## src/clfp_pkg.sv

```systemverilog
`timescale 1ns / 1ps
// ----------------------------------------------------------------------------
// clfp_pkg
// Shared character codes and the command/status bundles between the
// line parser controller and datapath.
// ----------------------------------------------------------------------------
package clfp_pkg;

    localparam logic [7:0] CHAR_LF    = 8'd10;
    localparam logic [7:0] CHAR_CR    = 8'd13;
    localparam logic [7:0] CHAR_COMMA = 8'd44;
    localparam logic [7:0] CHAR_DIG_0 = 8'd48;
    localparam logic [7:0] CHAR_DIG_9 = 8'd57;

    localparam logic SEL_TYPE = 1'b0;
    localparam logic SEL_TEMP = 1'b1;

    typedef struct packed {
        logic in_ready;
        logic store;
        logic rd_en;
        logic ptr_zero;
        logic ptr_inc;
        logic ptr_after_comma;
        logic cnt_clear;
        logic load_comma;
        logic clear_fill;
        logic emit;
        logic emit_sel;
        logic emit_zero;
        logic emit_last;
    } clfp_cmd_t;

    typedef struct packed {
        logic in_valid;
        logic in_is_lf;
        logic in_is_cr;
        logic fill_full;
        logic ptr_at_fill;
        logic ptr_at_comma;
        logic type_fits;
        logic field_done;
        logic rd_is_zero;
        logic rd_is_comma;
        logic rd_is_digit;
        logic out_free;
    } clfp_sts_t;

endpackage

```

## src/clfp_if.sv

```systemverilog
`timescale 1ns / 1ps
// ----------------------------------------------------------------------------
// clfp_in_if / clfp_out_if
// Valid/ready channels for received bytes and parsed string characters.
// ----------------------------------------------------------------------------
interface clfp_in_if;
    logic       valid;
    logic       ready;
    logic [7:0] rx_byte;

    modport source (output valid, output rx_byte, input ready);
    modport sink   (input valid, input rx_byte, output ready);
endinterface

interface clfp_out_if;
    logic       valid;
    logic       ready;
    logic       string_select;
    logic [7:0] char_code;
    logic       last;

    modport source (output valid, output string_select, output char_code, output last,
                    input ready);
    modport sink   (input valid, input string_select, input char_code, input last,
                    output ready);
endinterface

```

## src/comma_line_field_parser.sv

```systemverilog
`timescale 1ns / 1ps
// ----------------------------------------------------------------------------
// comma_line_field_parser
// Collects serial bytes into a line and emits the type and temperature
// strings found around the first comma when a newline arrives.
// ----------------------------------------------------------------------------
// Usage:
//   rx carries one received byte per item. Ordinary bytes are stored (up to
//   LINE_BYTES, extra ones dropped), carriage returns are ignored. A newline
//   starts a parse: the line memory is scanned byte by byte (registered
//   memory read, then check) to the first comma, then the type characters
//   are read again, unless the type is longer than FIELD_BYTES, and the
//   bytes after the comma (at most FIELD_BYTES) are read.
//   rx is not ready during the parse.
//   result carries one character per item, type string (string_select 0)
//   then temperature digits (string_select 1), each closed by a zero
//   character; last marks the final item of a line. A single output register
//   holds the pending item; when the receiver stalls the parse waits, and
//   after the last item is loaded rx is ready again at once.
//   Reset empties the line and the output register.
// ----------------------------------------------------------------------------
module comma_line_field_parser #(
    parameter int LINE_BYTES  = 31,
    parameter int FIELD_BYTES = 15
) (
    input  logic       clk,
    input  logic       rst_n,
    clfp_in_if.sink    rx,
    clfp_out_if.source result
);
    import clfp_pkg::*;

    clfp_cmd_t cmd;
    clfp_sts_t sts;

    clfp_ctrl u_ctrl (
        .clk   (clk),
        .rst_n (rst_n),
        .sts   (sts),
        .cmd   (cmd)
    );

    clfp_datapath #(
        .LINE_BYTES  (LINE_BYTES),
        .FIELD_BYTES (FIELD_BYTES)
    ) u_datapath (
        .clk    (clk),
        .rst_n  (rst_n),
        .rx     (rx),
        .result (result),
        .cmd    (cmd),
        .sts    (sts)
    );

endmodule

```

## src/clfp_datapath.sv

```systemverilog
`timescale 1ns / 1ps
// ----------------------------------------------------------------------------
// clfp_datapath
// Line memory, fill count, scan pointer, comma position and the output
// register of the line parser.
// ----------------------------------------------------------------------------
module clfp_datapath #(
    parameter int LINE_BYTES  = 31,
    parameter int FIELD_BYTES = 15
) (
    input  logic                clk,
    input  logic                rst_n,
    clfp_in_if.sink             rx,
    clfp_out_if.source          result,
    input  clfp_pkg::clfp_cmd_t cmd,
    output clfp_pkg::clfp_sts_t sts
);
    import clfp_pkg::*;

    localparam int FILL_W = $clog2(LINE_BYTES + 1);
    localparam int ADDR_W = $clog2(LINE_BYTES);
    localparam int CNT_W  = $clog2(FIELD_BYTES + 1);

    logic [7:0]        line_mem [LINE_BYTES];
    logic [7:0]        rd_data_reg;
    logic [FILL_W-1:0] fill_reg, fill_next;
    logic [FILL_W-1:0] ptr_reg, ptr_next;
    logic [FILL_W-1:0] comma_reg;
    logic [CNT_W-1:0]  cnt_reg, cnt_next;
    logic              out_valid_reg, out_valid_next;
    logic              out_sel_reg;
    logic [7:0]        out_char_reg;
    logic              out_last_reg;

    assign rx.ready             = cmd.in_ready;
    assign result.valid         = out_valid_reg;
    assign result.string_select = out_sel_reg;
    assign result.char_code     = out_char_reg;
    assign result.last          = out_last_reg;

    always_comb
    begin
        sts.in_valid     = rx.valid;
        sts.in_is_lf     = (rx.rx_byte == CHAR_LF);
        sts.in_is_cr     = (rx.rx_byte == CHAR_CR);
        sts.fill_full    = (fill_reg == FILL_W'(LINE_BYTES));
        sts.ptr_at_fill  = (ptr_reg == fill_reg);
        sts.ptr_at_comma = (ptr_reg == comma_reg);
        sts.type_fits    = ({{(32 - FILL_W){1'b0}}, ptr_reg} <= 32'(FIELD_BYTES));
        sts.field_done   = (cnt_reg == CNT_W'(FIELD_BYTES));
        sts.rd_is_zero   = (rd_data_reg == 8'd0);
        sts.rd_is_comma  = (rd_data_reg == CHAR_COMMA);
        sts.rd_is_digit  = (rd_data_reg >= CHAR_DIG_0) && (rd_data_reg <= CHAR_DIG_9);
        sts.out_free     = !out_valid_reg || result.ready;
    end

    always_comb
    begin
        fill_next = fill_reg;
        if (cmd.clear_fill)
            fill_next = '0;
        else if (cmd.store)
            fill_next = fill_reg + FILL_W'(1);

        ptr_next = ptr_reg;
        if (cmd.ptr_zero)
            ptr_next = '0;
        else if (cmd.ptr_after_comma)
            ptr_next = comma_reg + FILL_W'(1);
        else if (cmd.ptr_inc)
            ptr_next = ptr_reg + FILL_W'(1);

        cnt_next = cnt_reg;
        if (cmd.cnt_clear)
            cnt_next = '0;
        else if (cmd.ptr_inc)
            cnt_next = cnt_reg + CNT_W'(1);

        out_valid_next = out_valid_reg;
        if (cmd.emit)
            out_valid_next = 1'b1;
        else if (result.ready)
            out_valid_next = 1'b0;
    end

    always_ff @(posedge clk or negedge rst_n)
    begin
        if (!rst_n)
        begin
            fill_reg      <= '0;
            ptr_reg       <= '0;
            cnt_reg       <= '0;
            out_valid_reg <= 1'b0;
        end
        else
        begin
            fill_reg      <= fill_next;
            ptr_reg       <= ptr_next;
            cnt_reg       <= cnt_next;
            out_valid_reg <= out_valid_next;
        end
    end

    // line memory: one write port at the fill count, one registered read port
    always_ff @(posedge clk)
    begin
        if (cmd.store)
            line_mem[fill_reg[ADDR_W-1:0]] <= rx.rx_byte;
        if (cmd.rd_en)
            rd_data_reg <= line_mem[ptr_reg[ADDR_W-1:0]];
    end

    always_ff @(posedge clk)
    begin
        if (cmd.load_comma)
            comma_reg <= ptr_reg;
        if (cmd.emit)
        begin
            out_sel_reg  <= cmd.emit_sel;
            out_char_reg <= cmd.emit_zero ? 8'd0 : rd_data_reg;
            out_last_reg <= cmd.emit_last;
        end
    end

endmodule

```

## src/clfp_ctrl.sv

```systemverilog
`timescale 1ns / 1ps
// ----------------------------------------------------------------------------
// clfp_ctrl
// Sequencer for the line parser: byte collection, comma scan, type string
// and temperature digit emission.
// ----------------------------------------------------------------------------
module clfp_ctrl (
    input  logic                clk,
    input  logic                rst_n,
    input  clfp_pkg::clfp_sts_t sts,
    output clfp_pkg::clfp_cmd_t cmd
);
    import clfp_pkg::*;

    typedef enum logic [3:0] {
        ST_IDLE,
        ST_SCAN_RD,
        ST_SCAN_CHK,
        ST_TYPE_RD,
        ST_TYPE_CHK,
        ST_TYPE_END,
        ST_TEMP_RD,
        ST_TEMP_CHK,
        ST_TEMP_END
    } state_t;

    state_t state_reg, state_next;

    always_comb
    begin
        cmd        = '0;
        state_next = state_reg;
        case (state_reg)
            ST_IDLE:
            begin
                cmd.in_ready = 1'b1;
                if (sts.in_valid)
                begin
                    if (sts.in_is_lf)
                    begin
                        cmd.ptr_zero = 1'b1;
                        state_next   = ST_SCAN_RD;
                    end
                    else if (!sts.in_is_cr && !sts.fill_full)
                        cmd.store = 1'b1;
                end
            end
            ST_SCAN_RD:
            begin
                if (sts.ptr_at_fill)
                begin
                    cmd.clear_fill = 1'b1;
                    state_next     = ST_IDLE;
                end
                else
                begin
                    cmd.rd_en  = 1'b1;
                    state_next = ST_SCAN_CHK;
                end
            end
            ST_SCAN_CHK:
            begin
                // text ends at a zero byte; no comma seen means no output
                if (sts.rd_is_zero)
                begin
                    cmd.clear_fill = 1'b1;
                    state_next     = ST_IDLE;
                end
                else if (sts.rd_is_comma)
                begin
                    cmd.load_comma = 1'b1;
                    if (sts.type_fits)
                    begin
                        cmd.ptr_zero = 1'b1;
                        state_next   = ST_TYPE_RD;
                    end
                    else
                    begin
                        cmd.ptr_inc   = 1'b1;
                        cmd.cnt_clear = 1'b1;
                        state_next    = ST_TEMP_RD;
                    end
                end
                else
                begin
                    cmd.ptr_inc = 1'b1;
                    state_next  = ST_SCAN_RD;
                end
            end
            ST_TYPE_RD:
            begin
                if (sts.ptr_at_comma)
                    state_next = ST_TYPE_END;
                else
                begin
                    cmd.rd_en  = 1'b1;
                    state_next = ST_TYPE_CHK;
                end
            end
            ST_TYPE_CHK:
            begin
                if (sts.out_free)
                begin
                    cmd.emit     = 1'b1;
                    cmd.emit_sel = SEL_TYPE;
                    cmd.ptr_inc  = 1'b1;
                    state_next   = ST_TYPE_RD;
                end
            end
            ST_TYPE_END:
            begin
                if (sts.out_free)
                begin
                    cmd.emit            = 1'b1;
                    cmd.emit_sel        = SEL_TYPE;
                    cmd.emit_zero       = 1'b1;
                    cmd.ptr_after_comma = 1'b1;
                    cmd.cnt_clear       = 1'b1;
                    state_next          = ST_TEMP_RD;
                end
            end
            ST_TEMP_RD:
            begin
                if (sts.ptr_at_fill || sts.field_done)
                    state_next = ST_TEMP_END;
                else
                begin
                    cmd.rd_en  = 1'b1;
                    state_next = ST_TEMP_CHK;
                end
            end
            ST_TEMP_CHK:
            begin
                if (sts.rd_is_zero)
                    state_next = ST_TEMP_END;
                else if (sts.rd_is_digit)
                begin
                    if (sts.out_free)
                    begin
                        cmd.emit     = 1'b1;
                        cmd.emit_sel = SEL_TEMP;
                        cmd.ptr_inc  = 1'b1;
                        state_next   = ST_TEMP_RD;
                    end
                end
                else
                begin
                    cmd.ptr_inc = 1'b1;
                    state_next  = ST_TEMP_RD;
                end
            end
            ST_TEMP_END:
            begin
                if (sts.out_free)
                begin
                    cmd.emit       = 1'b1;
                    cmd.emit_sel   = SEL_TEMP;
                    cmd.emit_zero  = 1'b1;
                    cmd.emit_last  = 1'b1;
                    cmd.clear_fill = 1'b1;
                    state_next     = ST_IDLE;
                end
            end
            default:
            begin
                state_next = ST_IDLE;
            end
        endcase
    end

    always_ff @(posedge clk or negedge rst_n)
    begin
        if (!rst_n)
            state_reg <= ST_IDLE;
        else
            state_reg <= state_next;
    end

endmodule
```

## src/flat_wrapper.sv

```systemverilog
// flat-port wrapper written by rule: the top's interface ports become plain ports
module comma_line_field_parser_flat import clfp_pkg::*;
#(
    parameter int LINE_BYTES  = 31,
    parameter int FIELD_BYTES = 15
)
  (clk, rst_n, rx_valid, rx_rx_byte, rx_ready, result_valid, result_string_select, result_char_code, result_last, result_ready);
  clfp_in_if rx_i ();
  clfp_out_if result_i ();
  input  logic clk;
  input  logic rst_n;
  input wire logic [$bits(rx_i.valid)-1:0] rx_valid;
  input wire logic [$bits(rx_i.rx_byte)-1:0] rx_rx_byte;
  output wire logic [$bits(rx_i.ready)-1:0] rx_ready;
  output wire logic [$bits(result_i.valid)-1:0] result_valid;
  output wire logic [$bits(result_i.string_select)-1:0] result_string_select;
  output wire logic [$bits(result_i.char_code)-1:0] result_char_code;
  output wire logic [$bits(result_i.last)-1:0] result_last;
  input wire logic [$bits(result_i.ready)-1:0] result_ready;
  assign rx_i.valid = rx_valid;
  assign rx_i.rx_byte = rx_rx_byte;
  assign rx_ready = rx_i.ready;
  assign result_valid = result_i.valid;
  assign result_string_select = result_i.string_select;
  assign result_char_code = result_i.char_code;
  assign result_last = result_i.last;
  assign result_i.ready = result_ready;
  comma_line_field_parser #(.LINE_BYTES(LINE_BYTES), .FIELD_BYTES(FIELD_BYTES)) u_core (.clk(clk), .rst_n(rst_n), .rx(rx_i), .result(result_i));
endmodule
```

## config.mk

```make
export PLATFORM = sky130hd
export DESIGN_NAME = comma_line_field_parser_flat
export DESIGN_NICKNAME = d
export VERILOG_FILES = /design/src/clfp_pkg.sv /design/src/clfp_if.sv /design/src/comma_line_field_parser.sv /design/src/clfp_datapath.sv /design/src/clfp_ctrl.sv /design/src/flat_wrapper.sv
export SDC_FILE = /design/constraint.sdc
export NUM_CORES = 1
export LEC_CHECK = 0
export CAP_MARGIN = 15
export CORE_MARGIN = 2
export CORE_UTILIZATION = 65
export CTS_CLUSTER_DIAMETER = 30
export DETAILED_ROUTE_END_ITERATION = 7
export DONT_BUFFER_PORTS = 1
export PLACE_DENSITY = 0.81
export SLEW_MARGIN = 25
export SYNTH_ARGS = -nofsm -noshare
export SYNTH_HDL_FRONTEND = slang
export SYNTH_HIERARCHICAL = 1
export SYNTH_SLANG_ARGS = --single-unit
```

## constraint.sdc

```tcl
create_clock -name clk -period 4.45 [get_ports clk]
set_input_delay 0.6675 -clock clk [delete_from_list [all_inputs] [get_ports clk]]
set_output_delay 0.6675 -clock clk [all_outputs]
set_load 0.01 [all_outputs]
```

==> results.sh, run 1 <==
export IMPL_grt_antenna_before_repair=0
export IMPL_largest_register_ffs=248
export IMPL_chipWidth_um=141
export IMPL_timing_final_ws_setup_ns=1.12
export IMPL_achievable_frequency_mhz=300
export IMPL_dpl_cell_count=940
export IMPL_netlist_instances=728
export IMPL_core_region_area_um2=18600
export IMPL_pre_cts_ws_ns=1.11
export IMPL_synth_enable_flop_cells=271
export IMPL_critical_path_max_stage_delay_ns=0.65
export IMPL_utilization_pct=75.1
export IMPL_pwr_density_cell_nw_per_um2=552
export IMPL_avgSynthCellArea_um2=16.8
export IMPL_routabilityCongestion=0.913
export IMPL_yosysUniqueCellTypes=64
export IMPL_critical_path_buf_inv_count=0
export IMPL_min_period_over_period_pct=74.9
export IMPL_synth_compound_area_share_pct=4.04
export IMPL_signal_arrival_time_at_the_worst_endpoint_ns=3.74
export IMPL_cts_resized_gates=0
export IMPL_start_util_pct=65.7
export IMPL_detailed_place_hpwl_um=16000
export IMPL_cts_root_buffer_cell="clkbuf_16"
export IMPL_yosys_warnings=6
export IMPL_fillers=1036
export IMPL_final_setup_skew_ns=0.0256
export IMPL_totalNegativeSetupSlack_ns=0
export IMPL_yosys_area_share_adder_pct=0.718
export IMPL_rsz0062_at_grt="no"
export IMPL_via_count_of_the_first_global_routing_pass=6764
export IMPL_criticalPathCategory="flop to flop"
export IMPL_post_cts_buffers=0
export IMPL_timing_max_slew_rel_slack_pct=34.8
export IMPL_slew_of_the_pin_with_the_lowest_slew_margin_ns=0.975
export IMPL_dr_wl_met3_um=1970
export IMPL_worstPathRequired_ns=4.86
export IMPL_routedWlPerCell_um=26.3
export IMPL_cts_max_path_buffers=3
export IMPL_synth_simple_gate_area_share_pct=8.45
export IMPL_layout_cells_most_common="edfxtp_1"
export IMPL_crit_slowest_cell="nor4_1"
export IMPL_io_buffer_count=0
export IMPL_layout_common_cells="271 x edfxtp_1, 47 x clkbuf_16, 47 x nor2_1, 36 x nand2_1, 36 x mux2i_1"
export IMPL_grt_first_pass_wirelength_um=41200
export IMPL_crit_chain="or2_2, or4_1, nor4_1, nor2b_4, nand3_1, o21ai_1, a22o_1, nand4_1, mux2_2, a31o_2"
export IMPL_irDropWorstVdd_mv=0.544
export IMPL_post_synth_instance_area_um2=12200
export IMPL_seq_area_frac_synth_pct=70.6
export IMPL_report_final_slew_viol_count=0
export IMPL_detailed_router_iteration_count_before_antenna_repair=8
export IMPL_multiplexer_share_of_the_synthesized_area_pct=12.1
export IMPL_viasPerCell=6.60
export IMPL_route_antenna_remaining_nets=0
export IMPL_dominantRegCellSynth="edfxtp_1"
export IMPL_clk_latency_ns=0.54
export IMPL_std_cell_rows=50
export IMPL_clk_transition_reported_paths_ns=0.06
export IMPL_timing_final_setup_violations=0
export IMPL_drt_iter0_markers=548
export IMPL_count_of_state_elements_after_synthesis=290
export IMPL_synthToLayoutAreaGrowth_pct=14.4
export IMPL_met1_length_um=10700
export IMPL_cp_start_kind="flop"
export IMPL_class_of_the_tightest_hold_or_removal_check="input pin to flop"
export IMPL_ys_async_sr_fraction_pct=6.55
export IMPL_drv_cap=0
export IMPL_gr_usage_all_layers_pct=28.1
export IMPL_vias=6776
export IMPL_crit_fanout=10
export IMPL_grt_start_max_net_pins=41
export IMPL_synth_net_count=747
export IMPL_post_route_drc_count=0
export IMPL_layoutNonFillerInstCount=1026
export IMPL_number_of_buffers_created_by_cts=46
export IMPL_drive_gt1_share_pct=19.7
export IMPL_critical_path_top_delay_family="simple AND/OR/NAND/NOR gates"
export IMPL_postRouteWirelength_um=27000
export IMPL_design_portCount=24
export IMPL_leakage_nw=4.53
export IMPL_worstSetupEndpointType="flop"
export IMPL_final_number_of_hold_violating_endpoints=0
export IMPL_final_min_clock_period_ns=3.33
export IMPL_clock_tree_htree_level_count=2
export IMPL_final_net_count=774
export IMPL_n_antenna_cell=0
export IMPL_total_overflow_reported_by_the_global_router=0
export IMPL_maxUsedRoutingLayer="met4"
export IMPL_floorplan_die_area_um2=19900
export IMPL_synth_xor_area_share_pct=1.58
export IMPL_met2WireLength_um=13700
export IMPL_chip_height_um=141
export IMPL_tritoncts="done"
export IMPL_status="complete, no violations"
export IMPL_cts_sinks=290
export IMPL_combinational_family_with_the_most_area_after_synthesis="multiplexers"
routing by layer:
metal / vias up / GRT usage, %
met1: 3453 / 39.6
met3: 40 / 4.38
met2: 332 / 46.2
li1: 2951 / -
met4: 0 / 9.11
met5: - / 0
worst paths after layout:
check,slack [ns],cells past startpoint,end,from
setup / recovery,1.12,10,u_core/u_datapath/ptr_reg[3]$_DFFE_PN0P_,u_core/u_datapath/rd_data_reg[6]$_DFFE_PP_
hold / removal,0.22,0,u_core/u_datapath/line_mem[27][7]$_DFFE_PP_,rx_rx_byte[7]
setup reg to reg,1.12,10,u_core/u_datapath/ptr_reg[3]$_DFFE_PN0P_,u_core/u_datapath/rd_data_reg[6]$_DFFE_PP_
hold reg to reg,0.54,1,u_core/u_datapath/ptr_reg[0]$_DFFE_PN0P_,u_core/u_datapath/comma_reg[0]$_DFFE_PP_
max in group asynchronous,3.06,1,u_core/u_datapath/ptr_reg[1]$_DFFE_PN0P_,rst_n
min in group asynchronous,0.71,1,u_core/u_ctrl/state_reg[3]$_DFFE_PN0P_,rst_n
final cells by class:
type / instances / area [µm²] / area share, %
clock inverter: 36 / 385 / 2.76
timing repair buffer: 19 / 145 / 1.04
sequential: 290 / 8620 / 61.8
tap: 234 / 293 / 2.10
inverter: 10 / 37.5 / 0.269
clock buffer: 49 / 1180 / 8.48
multi-input combinational: 388 / 3290 / 23.6
through the flow:
step	cell area [µm²]	hold slack [ns]	power [W]
6_report	14000	0.223	0.00770
2_1_floorplan	12200	0.372	0.00395
5_1_grt	14000	0.214	0.00794
4_1_cts	13900	0.210	0.00773
3_5_place_dp	12400	0.372	0.00418
3_3_place_gp	12400	0.372	0.00413
report_power, final:
group / switching (W) / leakage (nW) / internal, W
Combinational: 0.000467 / 1.09 / 0.000312
Sequential: 0.000185 / 2.69 / 0.00320
Clock: 0.00132 / 0.758 / 0.00222
Total: 0.00197 / 4.53 / 0.00573
cells in the mapped netlist, types with 11 or more instances:
cell / n / area share [%]
edfxtp_1: 271 / 67
nor2_1: 47 / 1.4
mux2i_1: 36 / 3.0
nand2_1: 36 / 1.1
mux4_2: 30 / 5.5
nor3_1: 21 / 0.86
nand3_1: 20 / 0.82
dfrtp_1: 19 / 3.9
a21oi_1: 14 / 0.57
nor2b_1: 14 / 0.72
buf_2: 13 / 0.53
mux4_1: 13 / 2.8
nand4_1: 12 / 0.62
xnor2_1: 12 / 0.86
o21ai_0: 11 / 0.45
repair_timing:
item / 4_1_cts / 5_1_grt
endpoints found under the hold margin: 19 / 0
endpoints found under the setup margin: 0 / 0
hold buffers: 1 / 0
worst register-to-register path, delay by kind of cell (launching register included):
family | cells | cell delay, ns
and+or+nand+nor | 6 | 1.76
AOI/OAI and AO/OA | 3 | 0.72
DFF | 1 | 0.39
muxes | 1 | 0.35
logic make-up after synthesis:
kind of cell,after synthesis
AND/OR/NAND/NOR,197
flip-flops,290
AO/OA/AOI/OAI,74
adder cells (fa/ha/maj),7
multiplexers,88
XOR/XNOR,22
buffers and inverters,50
No activity file was read; power rests on OpenSTA's default activity.
==> run 2: changes to the inputs <==
Settings changed: ABC_AREA set to 1, CORE_UTILIZATION 65 to 63, PLACE_DENSITY 0.81 to 0.79.
Clock period 4.45 ns to 3.42 ns, I/O delays scaled along.
==> run 2 against run 1 <==
Effect of this change:
- the flow now finishes with violations (DRC)
- register-to-register slack got worse by 0.88 ns
- combinational power rose to 2.7 times the previous value
- sequential share of layout area fell by 1.3 points
- critical endpoint is now u_core/u_datapath/line_mem[14][0]$_DFFE_PP_
- largest cell class unchanged
==> results.sh, run 2 <==
export IMPL_floorplan_die_area_um2=21000
export IMPL_status="finished, violations left"
export IMPL_slew_of_the_pin_with_the_lowest_slew_margin_ns=0.778
export IMPL_combinational_family_with_the_most_area_after_synthesis="simple AND/OR/NAND/NOR gates"
export IMPL_crit_fanout=8
export IMPL_layout_cells_most_common="nand2_1"
export IMPL_criticalPathCategory="flop to flop"
export IMPL_yosys_area_share_adder_pct=0.701
export IMPL_min_period_over_period_pct=93.1
export IMPL_routedWlPerCell_um=20.0
export IMPL_totalNegativeSetupSlack_ns=0
export IMPL_critical_path_top_delay_family="simple AND/OR/NAND/NOR gates"
export IMPL_rsz0062_at_grt="no"
export IMPL_count_of_state_elements_after_synthesis=290
export IMPL_pwr_total_w=0.0107
export IMPL_achievable_frequency_mhz=314
export IMPL_final_number_of_hold_violating_endpoints=0
export IMPL_cts_max_path_buffers=3
export IMPL_pwr_density_cell_nw_per_um2=754
export IMPL_synth_compound_area_share_pct=2.01
export IMPL_largest_register_ffs=248
export IMPL_detailed_place_hpwl_um=17200
export IMPL_post_synth_instance_area_um2=12500
export IMPL_irDropWorstVdd_mv=0.590
export IMPL_io_buffer_count=0
export IMPL_chip_height_um=145
export IMPL_post_synth_most_frequent_cells="387 x nand2_1, 271 x edfxtp_1, 213 x nand3_1"
export IMPL_cp_start_kind="flop"
export IMPL_synth_simple_gate_area_share_pct=23.9
export IMPL_netlist_instances=1151
export IMPL_route_antenna_remaining_nets=0
export IMPL_detailed_router_iteration_count_before_antenna_repair=8
export IMPL_failed_checks="DRC"
export IMPL_number_of_buffers_created_by_cts=45
export IMPL_avgSynthCellArea_um2=10.8
export IMPL_cts_root_buffer_cell="clkbuf_16"
export IMPL_design_portCount=24
export IMPL_drive_gt1_share_pct=11.1
export IMPL_signal_arrival_time_at_the_worst_endpoint_ns=3.44
export IMPL_ys_async_sr_fraction_pct=6.55
export IMPL_viasPerCell=6.03
export IMPL_yosys_warnings=6
export IMPL_grt_first_pass_wirelength_um=45700
export IMPL_chipWidth_um=145
export IMPL_final_min_clock_period_ns=3.18
export IMPL_crit_slowest_cell="nand2_1"
export IMPL_via_count_of_the_first_global_routing_pass=8520
export IMPL_timing_max_slew_rel_slack_pct=48.1
export IMPL_final_setup_skew_ns=0.0216
export IMPL_total_overflow_reported_by_the_global_router=0
export IMPL_timing_final_setup_violations=0
export IMPL_layout_common_cells="387 x nand2_1, 271 x edfxtp_1, 213 x nand3_1, 73 x nor2_1, 47 x clkbuf_16"
export IMPL_clk_transition_reported_paths_ns=0.06
export IMPL_clock_tree_htree_level_count=2
export IMPL_synth_top_cells_by_area="edfxtp_1 65%, nand2_1 12%, nand3_1 8.5%, dfrtp_1 3.8%, nor2_1 2.3%"
export IMPL_multiplexer_share_of_the_synthesized_area_pct=0
export IMPL_core_region_area_um2=19500
export IMPL_post_synth_top_area_fraction_pct=65.2
export IMPL_yosysTopAreaCell="edfxtp_1"
export IMPL_tritoncts="done"
export IMPL_vias=8900
export IMPL_dominantRegCellSynth="edfxtp_1"
export IMPL_critical_path_buf_inv_count=2
export IMPL_synth_enable_flop_cells=271
export IMPL_crit_chain="ha_1, inv_1, nor3_1, ha_1, nor3_1, nand2_1, nor2_1, nand2_1, nor2_1, buf_4"
export IMPL_routabilityCongestion=0.924
export IMPL_gr_usage_all_layers_pct=29.5
export IMPL_start_util_pct=64.2
export IMPL_post_cts_buffers=0
export IMPL_clk_latency_ns=0.54
export IMPL_worstSetupEndpointType="flop"
export IMPL_seq_area_frac_synth_pct=69.0
export IMPL_worstPathRequired_ns=3.67
export IMPL_post_route_drc_count=4
export IMPL_final_net_count=1193
export IMPL_synthMostInstantiatedCell="nand2_1"
export IMPL_synth_net_count=1170
export IMPL_drv_cap=0
export IMPL_leakage_nw=5.43
export IMPL_grt_start_max_net_pins=91
export IMPL_cts_sinks=290
export IMPL_yosysUniqueCellTypes=37
export IMPL_critical_path_max_stage_delay_ns=0.51
export IMPL_drt_iter0_markers=1445
export IMPL_synth_xor_area_share_pct=0.140
export IMPL_std_cell_rows=51
export IMPL_synthToLayoutAreaGrowth_pct=14.1
export IMPL_grt_antenna_before_repair=0
export IMPL_report_final_slew_viol_count=0
export IMPL_postRouteWirelength_um=29500
export IMPL_n_antenna_cell=0
export IMPL_class_of_the_tightest_hold_or_removal_check="input pin to flop"
[run 2: layer usage]
metal / track usage (%) / wire [µm] / vias up
met1: 39.8 / 11100 / 4157
met5: 0 / 0 / -
li1: - / - / 4038
met4: 14.6 / 1220 / 0
met3: 6.42 / 3500 / 105
met2: 46.1 / 13700 / 600
[run 2: stage by stage]
stage / setup slack (ns) / instances / util, % / instance area [µm²] / hold WS, ns
2_1_floorplan: 0.801 / 1151 / - / 12500 / 0.217
6_report: 0.237 / 1476 / 73.2 / 14200 / 0.0709
5_1_grt: 0.00399 / 1476 / 73.2 / 14200 / 0.0480
3_5_place_dp: 0.389 / 1390 / 65.4 / 12700 / 0.218
3_3_place_gp: 0.411 / 1390 / 65.4 / 12700 / 0.218
4_1_cts: 0.366 / 1475 / 73.1 / 14200 / 0.0569
[run 2: final timing paths]
check	start	slack, ns	to	cells past startpoint
max	u_core/u_datapath/fill_reg[0]$_DFFE_PN0P_	0.24	u_core/u_datapath/line_mem[14][0]$_DFFE_PP_	10
min	rx_rx_byte[5]	0.07	u_core/u_datapath/line_mem[14][5]$_DFFE_PP_	0
max reg2reg	u_core/u_datapath/fill_reg[0]$_DFFE_PN0P_	0.24	u_core/u_datapath/line_mem[14][0]$_DFFE_PP_	10
min reg2reg	u_core/u_datapath/cnt_reg[0]$_DFFE_PN0P_	0.51	u_core/u_datapath/cnt_reg[0]$_DFFE_PN0P_	1
max in group asynchronous	rst_n	2.49	u_core/u_datapath/ptr_reg[0]$_DFFE_PN0P_	2
min in group asynchronous	rst_n	0.54	u_core/u_datapath/fill_reg[0]$_DFFE_PN0P_	2
[run 2: what timing repair did]
action | CTS | global route
resized for setup | 0 | 2
endpoints found under the hold margin | 19 | 19
hold buffers | 1 | 1
endpoints found under the setup margin | 0 | 9
[run 2: area by class of cell]
type / count / area [µm²]
Clock buffer: 50 / 1200
Tap cell: 265 / 332
Clock inverter: 34 / 293
Sequential cell: 290 / 8620
Fill cell: 1264 / 5220
Timing Repair Buffer: 37 / 290
Multi-Input combinational cell: 755 / 3340
Inverter: 45 / 174
[run 2: cells by family (layout without fill, tap and decap cells)]
group / after synthesis / count (layout)
adders and majority gates: 7 / 7
DFF: 290 / 290
and+or+nand+nor: 703 / 703
xor gates and xnor gates: 2 / 2
buffers and inverters: 106 / 166
AOI/OAI and AO/OA: 43 / 43
[run 2: where the power goes]
part / switching, W / internal (W) / total (W)
logic: 0.00154 / 0.000555 / 0.00210
registers: 0.000120 / 0.00415 / 0.00427
clock network: 0.00165 / 0.00272 / 0.00437
==> run 3: changes to the inputs <==
Settings changed: CTS_BUF_LIST set to sky130_fd_sc_hd__clkbuf_16, SLEW_MARGIN 25 to 10.
==> run 3 against run 2 <==
Effect of this change:
- the run now ends clean
- first-iteration DRC count fell by 3.6%
- register-to-register slack barely moved
- hold slack improved by 0.0012 ns
- utilization fell by 0.077 points
- critical path type unchanged
- largest cell class unchanged
- largest power group unchanged
- highest routed layer unchanged
==> results.sh, run 3 (synthesis results as in run 2) <==
export IMPL_total_overflow_reported_by_the_global_router=0
export IMPL_achievable_frequency_mhz=315
export IMPL_timing_max_slew_rel_slack_pct=31.6
export IMPL_final_setup_skew_ns=0.0219
export IMPL_clk_latency_ns=0.54
export IMPL_postRouteWirelength_um=29600
export IMPL_vias=8924
export IMPL_io_buffer_count=0
export IMPL_worstSetupEndpointType="flop"
export IMPL_drive_gt1_share_pct=10.9
export IMPL_layout_cells_most_common="nand2_1"
export IMPL_std_cell_rows=51
export IMPL_signal_arrival_time_at_the_worst_endpoint_ns=3.43
export IMPL_clock_tree_htree_level_count=2
export IMPL_timing_final_setup_violations=0
export IMPL_grt_most_used_layer="met2"
export IMPL_worst_hold_startpoint="rx_rx_byte[6]"
export IMPL_dpl_cell_count=1390
export IMPL_tritoncts="done"
export IMPL_crit_chain="ha_1, inv_1, nor3_1, ha_1, nor3_1, nand2_1, nor2_1, nand2_1, nor2_1, buf_4"
export IMPL_leakage_nw=5.43
export IMPL_final_net_count=1192
export IMPL_n_antenna_cell=0
export IMPL_report_final_slew_viol_count=0
export IMPL_cp_start_kind="flop"
export IMPL_pwr_total_w=0.0107
export IMPL_synthToLayoutAreaGrowth_pct=14.0
export IMPL_critical_path_top_delay_family="simple AND/OR/NAND/NOR gates"
export IMPL_crit_fanout=8
export IMPL_clk_transition_reported_paths_ns=0.06
export IMPL_routedWlPerCell_um=20.1
export IMPL_design_portCount=24
export IMPL_detailed_router_iteration_count_before_antenna_repair=8
export IMPL_rsz0062_at_grt="no"
export IMPL_class_of_the_tightest_hold_or_removal_check="input pin to flop"
export IMPL_cts_max_path_buffers=3
export IMPL_post_cts_buffers=0
export IMPL_viasPerCell=6.05
export IMPL_crit_slowest_cell="nand2_1"
export IMPL_crit_reg2reg_launch="u_core/u_datapath/fill_reg[0]$_DFFE_PN0P_"
export IMPL_criticalPathCategory="flop to flop"
export IMPL_largest_register_ffs=248
export IMPL_via_count_of_the_first_global_routing_pass=8498
export IMPL_route_antenna_remaining_nets=0
export IMPL_start_util_pct=64.2
export IMPL_worstPathRequired_ns=3.67
export IMPL_utilization_pct=73.1
export IMPL_chipWidth_um=145
export IMPL_number_of_buffers_created_by_cts=45
export IMPL_core_region_area_um2=19500
export IMPL_final_cell_area_excluding_filler_cells_um2=14200
export IMPL_irDropWorstVdd_mv=0.589
export IMPL_detailed_place_hpwl_um=17200
export IMPL_layoutNonFillerInstCount=1475
export IMPL_fillers=1264
export IMPL_globalRouteMet1Util_pct=39.8
export IMPL_chip_height_um=145
export IMPL_groute_layer_met2_usage_pct=46.0
export IMPL_slew_of_the_pin_with_the_lowest_slew_margin_ns=1.02
export IMPL_layout_common_cells="387 x nand2_1, 271 x edfxtp_1, 213 x nand3_1, 73 x nor2_1, 47 x clkbuf_16"
export IMPL_floorplan_die_area_um2=21000
export IMPL_drt_iter0_markers=1393
export IMPL_totalNegativeSetupSlack_ns=0
export IMPL_status="complete, no violations"
export IMPL_final_number_of_hold_violating_endpoints=0
export IMPL_cts_root_buffer_cell="clkbuf_16"
export IMPL_post_dp_cell_area_um2=12700
export IMPL_drv_cap=0
export IMPL_cp_startpoint="u_core/u_datapath/fill_reg[0]$_DFFE_PN0P_"
export IMPL_critical_path_max_stage_delay_ns=0.51
export IMPL_critical_path_buf_inv_count=2
export IMPL_grt_start_max_net_pins=91
export IMPL_total_area_of_sequential_cells_um2=8620
export IMPL_pwr_density_cell_nw_per_um2=752
export IMPL_gr_usage_all_layers_pct=29.5
export IMPL_grt_antenna_before_repair=0
export IMPL_gr_usage_met3_pct=6.25
export IMPL_post_route_drc_count=0
export IMPL_final_min_clock_period_ns=3.18
export IMPL_min_period_over_period_pct=92.9
export IMPL_multi_input_comb_area_um2=3340
export IMPL_routabilityCongestion=0.924
export IMPL_grt_first_pass_wirelength_um=45600
export IMPL_cts_sinks=290
## run 3: through the flow
| step | hold slack, ns | worst slack [ns] |
|---|---|---|
| 2_1_floorplan | 0.217 | 0.801 |
| 3_3_place_gp | 0.218 | 0.411 |
| 3_5_place_dp | 0.218 | 0.389 |
| 4_1_cts | 0.0569 | 0.366 |
| 5_1_grt | 0.0480 | 0.00399 |
| 6_report | 0.0721 | 0.244 |
## run 3: where the power goes
part / leakage, nW / internal [W] / switching (W)
Sequential: 2.69 / 0.00415 / 0.000121
Clock: 0.701 / 0.00269 / 0.00165
Combinational: 2.04 / 0.000554 / 0.00154
## run 3: path summary, 6_finish.rpt
kind	endpoint	slack (ns)	cells after the start
min in group asynchronous	u_core/u_datapath/fill_reg[0]$_DFFE_PN0P_	0.61	1
max in group asynchronous	u_core/u_datapath/ptr_reg[0]$_DFFE_PN0P_	2.07	1
setup / recovery	u_core/u_datapath/line_mem[14][0]$_DFFE_PP_	0.24	10
hold / removal	u_core/u_datapath/line_mem[18][6]$_DFFE_PP_	0.07	0
setup reg to reg	u_core/u_datapath/line_mem[14][0]$_DFFE_PP_	0.24	10
hold reg to reg	u_core/u_datapath/cnt_reg[0]$_DFFE_PN0P_	0.51	1
## run 3: timing repair
| item | 4_1_cts | 5_1_grt |
|---|---|---|
| hold endpoints to repair | 19 | 0 |
| endpoints found under the setup margin | 0 | 9 |
| resized for setup | 0 | 2 |
| hold buffers | 1 | 0 |
## run 3: cell type report
class / instances / area share, %
sequential: 290 / 60.6
clock buffer: 47 / 8.26
inverter: 45 / 1.22
timing repair buffer: 36 / 2.00
tap: 265 / 2.33
multi-input combinational: 755 / 23.5
clock inverter: 37 / 2.14
## run 3: layer usage
layer / up-vias / part of all wire [%]
met5: - / 0
met4: 0 / 3.8
met2: 618 / 46
met1: 4175 / 38
li1: 4033 / -
met3: 98 / 11
## run 3: worst reg2reg max path: stages, from the launching register on
cell     delay, ns
dfrtp_1       0.42
ha_1          0.24
inv_1         0.13
nor3_1        0.07
ha_1          0.19
nor3_1        0.18
nand2_1       0.07
nor2_1        0.40
nand2_1       0.51
nor2_1        0.47
buf_4         0.21
